**src/sv/skf_pkg.sv**
```systemverilog
// ----------------------------------------------------------------------------
// skf_pkg
// Shared constants, codes and types of the multi-channel scalar Kalman filter.
// ----------------------------------------------------------------------------
package skf_pkg;

  localparam int SKF_CHANNELS = 4;

  localparam int CH_W    = 2;
  localparam int DATA_W  = 24;
  localparam int FRAC_W  = 24;
  localparam int CFG_IDX_W = 2;

  localparam logic [DATA_W-1:0] Q_RESET    = 24'd1678;
  localparam logic [DATA_W-1:0] R_RESET    = 24'd8389;
  localparam logic [DATA_W-1:0] P0_RESET   = 24'd16777;
  localparam logic [DATA_W-1:0] COV_RESET  = 24'd16777;
  localparam logic [DATA_W-1:0] UMAX       = 24'hFFFFFF;
  localparam logic signed [DATA_W-1:0] SMAX = 24'sh7FFFFF;
  localparam logic signed [DATA_W-1:0] SMIN = -24'sh800000;

  // register indexes
  localparam logic [CFG_IDX_W-1:0] REG_PROCESS_NOISE      = 2'd0;
  localparam logic [CFG_IDX_W-1:0] REG_MEASUREMENT_NOISE  = 2'd1;
  localparam logic [CFG_IDX_W-1:0] REG_INITIAL_COVARIANCE = 2'd2;

  // divider runs one quotient bit per step
  localparam int DIV_STEPS = FRAC_W;
  localparam int CNT_W = $clog2(DIV_STEPS);
  localparam logic [CNT_W-1:0] DIV_LAST = CNT_W'(DIV_STEPS - 1);

  // program counter and microcode fields
  localparam int PC_W = 4;
  localparam int OP_W = 4;
  localparam int COND_W = 3;

  typedef logic [OP_W-1:0]   op_t;
  typedef logic [COND_W-1:0] cond_t;
  typedef logic [PC_W-1:0]   pc_t;

  localparam op_t OP_IDLE  = 4'd0;
  localparam op_t OP_PRED  = 4'd1;
  localparam op_t OP_DEN   = 4'd2;
  localparam op_t OP_DIV   = 4'd3;
  localparam op_t OP_GAIN  = 4'd4;
  localparam op_t OP_MULA  = 4'd5;
  localparam op_t OP_UPD   = 4'd6;
  localparam op_t OP_WAIT  = 4'd7;
  localparam op_t OP_WRITE = 4'd8;

  localparam cond_t C_NONE     = 3'd0;
  localparam cond_t C_NO_ITEM  = 3'd1;
  localparam cond_t C_DIV_MORE = 3'd2;
  localparam cond_t C_OUT_BUSY = 3'd3;
  localparam cond_t C_ALWAYS   = 3'd4;

  typedef struct packed {
    op_t   op;
    cond_t cond;
    pc_t   target;
  } ucode_t;

  // datapath conditions seen by the sequencer
  typedef struct packed {
    logic item_in;
    logic div_more;
    logic out_busy;
  } status_t;

endpackage

```
**src/sv/skf_sequencer.sv**
```systemverilog
// ----------------------------------------------------------------------------
// skf_sequencer
// Step counter over a read-only microprogram, with conditional jumps.
// ----------------------------------------------------------------------------
module skf_sequencer (
  input  logic              clk,
  input  logic              rst,
  input  skf_pkg::status_t  status,
  output skf_pkg::op_t      op
);
  import skf_pkg::*;

  pc_t    pc;
  pc_t    pc_next;
  ucode_t word;
  logic   jump;

  function automatic ucode_t rom(input pc_t addr);
    ucode_t w;
    case (addr)
      4'd0:    w = '{op: OP_IDLE,  cond: C_NO_ITEM,  target: 4'd0};
      4'd1:    w = '{op: OP_PRED,  cond: C_NONE,     target: 4'd0};
      4'd2:    w = '{op: OP_DEN,   cond: C_NONE,     target: 4'd0};
      4'd3:    w = '{op: OP_DIV,   cond: C_DIV_MORE, target: 4'd3};
      4'd4:    w = '{op: OP_GAIN,  cond: C_NONE,     target: 4'd0};
      4'd5:    w = '{op: OP_MULA,  cond: C_NONE,     target: 4'd0};
      4'd6:    w = '{op: OP_UPD,   cond: C_NONE,     target: 4'd0};
      4'd7:    w = '{op: OP_WAIT,  cond: C_OUT_BUSY, target: 4'd7};
      4'd8:    w = '{op: OP_WRITE, cond: C_ALWAYS,   target: 4'd0};
      default: w = '{op: OP_IDLE,  cond: C_ALWAYS,   target: 4'd0};
    endcase
    return w;
  endfunction

  assign word = rom(pc);
  assign op   = word.op;

  always_comb begin
    case (word.cond)
      C_NO_ITEM:  jump = !status.item_in;
      C_DIV_MORE: jump = status.div_more;
      C_OUT_BUSY: jump = status.out_busy;
      C_ALWAYS:   jump = 1'b1;
      default:    jump = 1'b0;
    endcase
    pc_next = jump ? word.target : pc + 1'b1;
  end

  always_ff @(posedge clk) begin
    if (rst) begin
      pc <= '0;
    end else begin
      pc <= pc_next;
    end
  end

endmodule

```
**config.mk**
```make
export PLATFORM = sky130hd
export DESIGN_NAME = skf_sequencer
export DESIGN_NICKNAME = d
export VERILOG_FILES = /design/src/sv/skf_pkg.sv /design/src/sv/skf_sequencer.sv
export SDC_FILE = /design/constraint.sdc
export NUM_CORES = 1
export LEC_CHECK = 0
export BUFFER_PORTS_ARGS = -buffer_cell sky130_fd_sc_hd__buf_2
export CORE_AREA = 8 8 45 47
export DETAILED_ROUTE_END_ITERATION = 10
export DIE_AREA = 0 0 53 55
export HOLD_SLACK_MARGIN = 0.02
export SKIP_LAST_GASP = 1
export SLEW_MARGIN = 20
export SYNTH_ARGS = -nofsm -noshare
export SYNTH_HDL_FRONTEND = slang
export SYNTH_SLANG_ARGS = --single-unit
```
**constraint.sdc**
```tcl
create_clock -name clk -period 2.2 [get_ports clk]
set_clock_uncertainty 0.15 [all_clocks]
set_input_delay 0.11 -clock clk [delete_from_list [all_inputs] [get_ports clk]]
set_output_delay 0.11 -clock clk [all_outputs]
set_load 0.05 [all_outputs]
```
# Word-level counts from Yosys, hierarchy flattened
# Memories as Yosys holds them, arrays and structs flattened. A register that Yosys moved wholly into a read port is not among the register bits.
# Cells that the tools add are included.
# Widths: inputs -> output; s select.
[totals]
reg_bits = 4
romBits = 160
in_bits = 5
output_inout_bits = 4
memories = 1
[classes]
add_sub_neg = 1
eq_ne = 4
mux = 3
n_reduce_logical = 1
[mem_list]
columns = ["memory", "depth", "width", "read_ports", "rd_ports_with_merged_regs", "wr", "line", "source"]
rows = [
  ["(no name shown)", 16, 10, 1, 1, 0, "skf_sequencer.sv:20", "case (addr)"],
]
[ops]
columns = ["operator", "count"]
rows = [
  ["$mux 4", 2],
  ["$eq 3x2->1 const B", 2],
  ["$add 4x1->4 const B", 1],
  ["$pmux 1 s4", 1],
  ["$eq 3x1->1 const B", 1],
  ["$eq 3x3->1 const B", 1],
  ["$logic_not 1->1", 1],
]

# Depth between registers and ports, before layout
[logic_depth]
depth_word = 4
ltp_mapped = 5
depth_no_buf = 5

# Worst setup path after synthesis
# No wires, ideal clock.
[synth_timing]
path_type = "reg-to-reg"
start = "register word[4] (netlist name)"
end = "register word[4] (netlist name)"
arrival_ps = 1292
slack_ps = 686
stages_incl_launch_ff = 6
path_buffers = 0
period_less_slack_ps = 1514
cell_sequence = "dfxtp_1 mux2_2 nand3_1 nor3b_1 a221oi_1 mux2i_1"
[synth_between]
elab_chain_cells = 4
elab_cells_between_ends = 7
[synth_lines]
columns = ["element", "line", "source"]
rows = [
  ["$eq 3x3->1 (tied with other cells)", "skf_sequencer.sv:39", "case (word.cond)"],
  ["$pmux 1 s4 (*)", "skf_sequencer.sv:39", ""],
  ["$mux 4 (*)", "skf_sequencer.sv:46", "pc_next = jump ? word.target : pc + 1'b1;"],
  ["$mux 4 (no source line) (*)", "n/a", ""],
]
# Mark *: on every way between the ends. The rest lies on a longest branch, timed or not.
# A chain may end at the register's enable or synchronous reset.

# Worst setup path in the final report
[layout_timing]
start = "register word[4] (netlist name)"
end = "register word[4] (netlist name)"
[layout_between]
elab_chain_cells = 4
elab_cells_between_ends = 7
[layout_lines]
columns = ["element", "line"]
rows = [
  ["$eq 3x3->1 (tied with other cells)", "skf_sequencer.sv:39"],
  ["$pmux 1 s4 (*)", "skf_sequencer.sv:39"],
  ["$mux 4 (*)", "skf_sequencer.sv:46"],
  ["$mux 4 (no source line) (*)", "n/a"],
]
# Marks and branches as above.

==> qor_table.md <==
| Quantity | This run |
|---|---|
| Via Count | 401 |
| Synth top area cells | sky130_fd_sc_hd__dfxtp_1 44%, sky130_fd_sc_hd__nor3_2 5.5%, sky130_fd_sc_hd__buf_4 5.5% |
| Sequential cell area fraction in the yosys report | 0.441 |
| Total power after layout | 893 µW |
| Post-DR vias/cell | 5.08 |
| Post-detailed-routing wire length | 964 µm |
| Initial antenna violation count | 0 |
| Synth Register Bits | 12 |
| Net count after synthesis | 61 |
| Top-area cell type share of the netlist area | 0.441 |
| Number of pins with negative max-slew slack in the final report | 0 |
| Width of the chip | 53 µm |
| CTS tree | done |
| Worst path top cell family by delay | simple AND/OR/NAND/NOR gates |
| HPWL after detailed placement | 729 µm |
| Warnings, synthesis | 0 |
| Global-route usage over all layers | 0.0805 |
| Critical Path Source Type | flip-flop |
| Synth Area in Adders | 0.0230 |
| Series of cell instances along the critical path | mux2_2 -> nand3_1 -> nor3b_1 -> a221oi_1 -> mux2i_1 |
| Combinational family with the most area after synthesis | simple AND/OR/NAND/NOR gates |
| Slew Limit Headroom | 0.774 |
| Result of the run | finished clean |
| Xor-xnor portion of the synthesized cell area | 0.0322 |
| Area of the core | 0.00138 mm² |
| Detailed-route wire length per cell | 12.2 µm |
| IR drop worst, VDD | 527 µV |
| Layout overhead on the synthesized area | 13.3% |
| Count of port buffers added during placement | 8 |
| Clk sink count | 12 |
| Residual overflow from global routing | 0 |
| Vias in the first global route | 366 |
| FP Rows | 14 |
| DRC violation total after the first TritonRoute iteration | 16 |
| Multiplexer share of the synthesized area | 0.0391 |
| Pin count of the biggest net entering global routing | 12 |
| Slew of the pin with the lowest slew margin | 0.337 ns |
| Footprint of the multi-input gates | 251 µm² |
| Bufs and invs on worst path | 0 |
| Share of the synthesized area in compound gates (AO/OA/AOI/OAI) | 0.133 |
| Slowest cell on the critical path | sky130_fd_sc_hd__dfxtp_1 |
| Fin util | 0.446 |
| Fraction of layout cells with a size suffix above 1 | 0.302 |
| Final-layout setup total negative slack | 0 ns |
| Final antenna diode count | 0 |
| Clock Tree Buf Depth | 2 |
| Most frequent cells in the layout | 12 x sky130_fd_sc_hd__dfxtp_1, 8 x sky130_fd_sc_hd__buf_2, 5 x sky130_fd_sc_hd__inv_1 |
| Wire length of the first global-routing pass | 1660 µm |
| Req. time, crit path | 2.24 ns |
| Hold violation total from the final report | 0 |
| Post-cts resize count | 0 |
| Worst Setup Path Type | flip-flop to flip-flop |
| Arrival @ worst endpoint | 1.86 ns |
| IO Pins | 9 |
| Floorplan die height | 55 µm |
| DR DRC count | 0 |
| EDFF count, synth | 0 |
| Post-Syn Area per Cell | 9.90 µm² |
| Pwr per Cell Area | 1450 mW/mm² |
| Final setup violation count | 0 |
| Leak Pwr | 0.000270 µW |
| Synthesized instance count | 55 |
| Layout fillers | 139 |
| Number of H-tree branching levels | 1 |
| Number of nets in the final layout | 70 |
| Clock latency reported for the late side of the worst-skew pair | 0.27 ns |
| Primary flip-flop cell chosen by synthesis mapping | sky130_fd_sc_hd__dfxtp_1 |
| Biggest fanout along the worst timing path | 7 |
| Max-cap check violation count | 0 |
| Instance count after placement with tap cells included | 74 |
| RSZ-0062 raised after global routing | false |
| Sequential cell area | 240 µm² |
| Final Cycle Share | 0.828 |
| First drt pass iteration count | 4 |
| Final estimated routing congestion in global placement | 0.796 |
| Number of distinct library cells after synthesis | 28 |
| Initial Utilization | 0.393 |
| Clk pin slew, worst setup/hold paths | 0.08 ns |
| Area of the die | 0.00292 mm² |
| Cell at the root of the clock tree | sky130_fd_sc_hd__clkbuf_4 |
| Worst setup EP type | flip-flop |
| Cell type with the largest total area after synthesis | sky130_fd_sc_hd__dfxtp_1 |
| Class of the tightest hold or removal check | input port to flip-flop |
| Proportion of synthesized flip-flops having asynchronous set or reset | 0 |
| Number of buffers added by the clock tree synthesis step | 3 |
| Fraction of the mapped netlist area in simple logic gates | 0.234 |
| Delay of the slowest critical-path stage | 0.40 ns |
| Cell Count, Final, Fillers Out | 79 |
| Most common cell after layout, fill and taps aside | sky130_fd_sc_hd__dfxtp_1 |
| Min Clock Period, post-route | 1.82 ns |
| Highest achievable clock rate | 549 MHz |
| Post-Synthesis Cell Area | 544 µm² |
| Post-DRT Antenna Nets | 0 |
==> sequential cells by signal (all words and copies together) (netlist names) <==
signal	flops
pc	4
word	8
==> path summary, 6_finish.rpt <==
kind | from | endpoint | slack, ns | depth (start not counted)
min reg2reg | word[2] | pc[2] | 0.44 | 2
min | status[0] | pc[3] | 0.20 | 4
max reg2reg | word[4] | word[4] | 0.38 | 5
max | word[4] | word[4] | 0.38 | 5
==> synth_stat cells (2+ instances only) <==
library cell / number
sky130_fd_sc_hd__nand2_1: 3
sky130_fd_sc_hd__a211oi_1: 2
sky130_fd_sc_hd__a21oi_1: 3
sky130_fd_sc_hd__nor3_1: 2
sky130_fd_sc_hd__buf_4: 4
sky130_fd_sc_hd__nor3_2: 3
sky130_fd_sc_hd__dfxtp_1: 12
sky130_fd_sc_hd__nand3_1: 2
sky130_fd_sc_hd__inv_1: 5
==> through the flow <==
stage                     hold slack, ns  cell area [µm²]  setup slack [ns]
after floorplan                   0.0542              544             0.686
after global placement             0.301              571             0.480
after detailed placement           0.290              571             0.421
after CTS                          0.202              617             0.400
after global routing               0.235              617             0.249
final                              0.196              617             0.378
==> layer usage <==
layer / vias up / wire length [µm] / GRT usage
met1: 177 / 433 / 0.0887
met5: - / 0 / 0
met2: 12 / 438 / 0.117
met4: 0 / 21 / 0.0517
met3: 4 / 71 / 0.0455
li1: 208 / - / -
==> cell families (layout without fill, tap and decap cells) <==
group,Yosys count,after routing
and+or+nand+nor,19,19
DFF,12,12
buffers and inverters,10,18
AOI/OAI and AO/OA,9,9
xor gates and xnor gates,2,2
muxes,2,2
adders and majority gates,1,1
==> worst register-to-register path, delay by kind of cell (launching register included) <==
kind / cells / cell delay (ns)
AND/OR/NAND/NOR: 2 / 0.55
multiplexers: 2 / 0.53
flip-flops: 1 / 0.40
AO/OA/AOI/OAI: 1 / 0.12
==> timing repair <==
item,in CTS,in global routing
endpoints found under the setup margin,0,0
hold buffers,1,0
buffers inserted,0,0
hold endpoints to repair,4,0
==> cell type report <==
class                      count  area share
sequential                    12       0.389
inverter                       5      0.0304
clock buffer                   4      0.0588
multi-input combinational     33       0.408
tap                           16      0.0325
timing repair buffer           9      0.0811
==> report_power, final <==
part	switching, µW	total [µW]	internal (µW)
clock	72.0	173	101
combinational	254	395	141
sequential	40.0	325	285
total	366	893	527
Power figures use the tool's default switching activity.
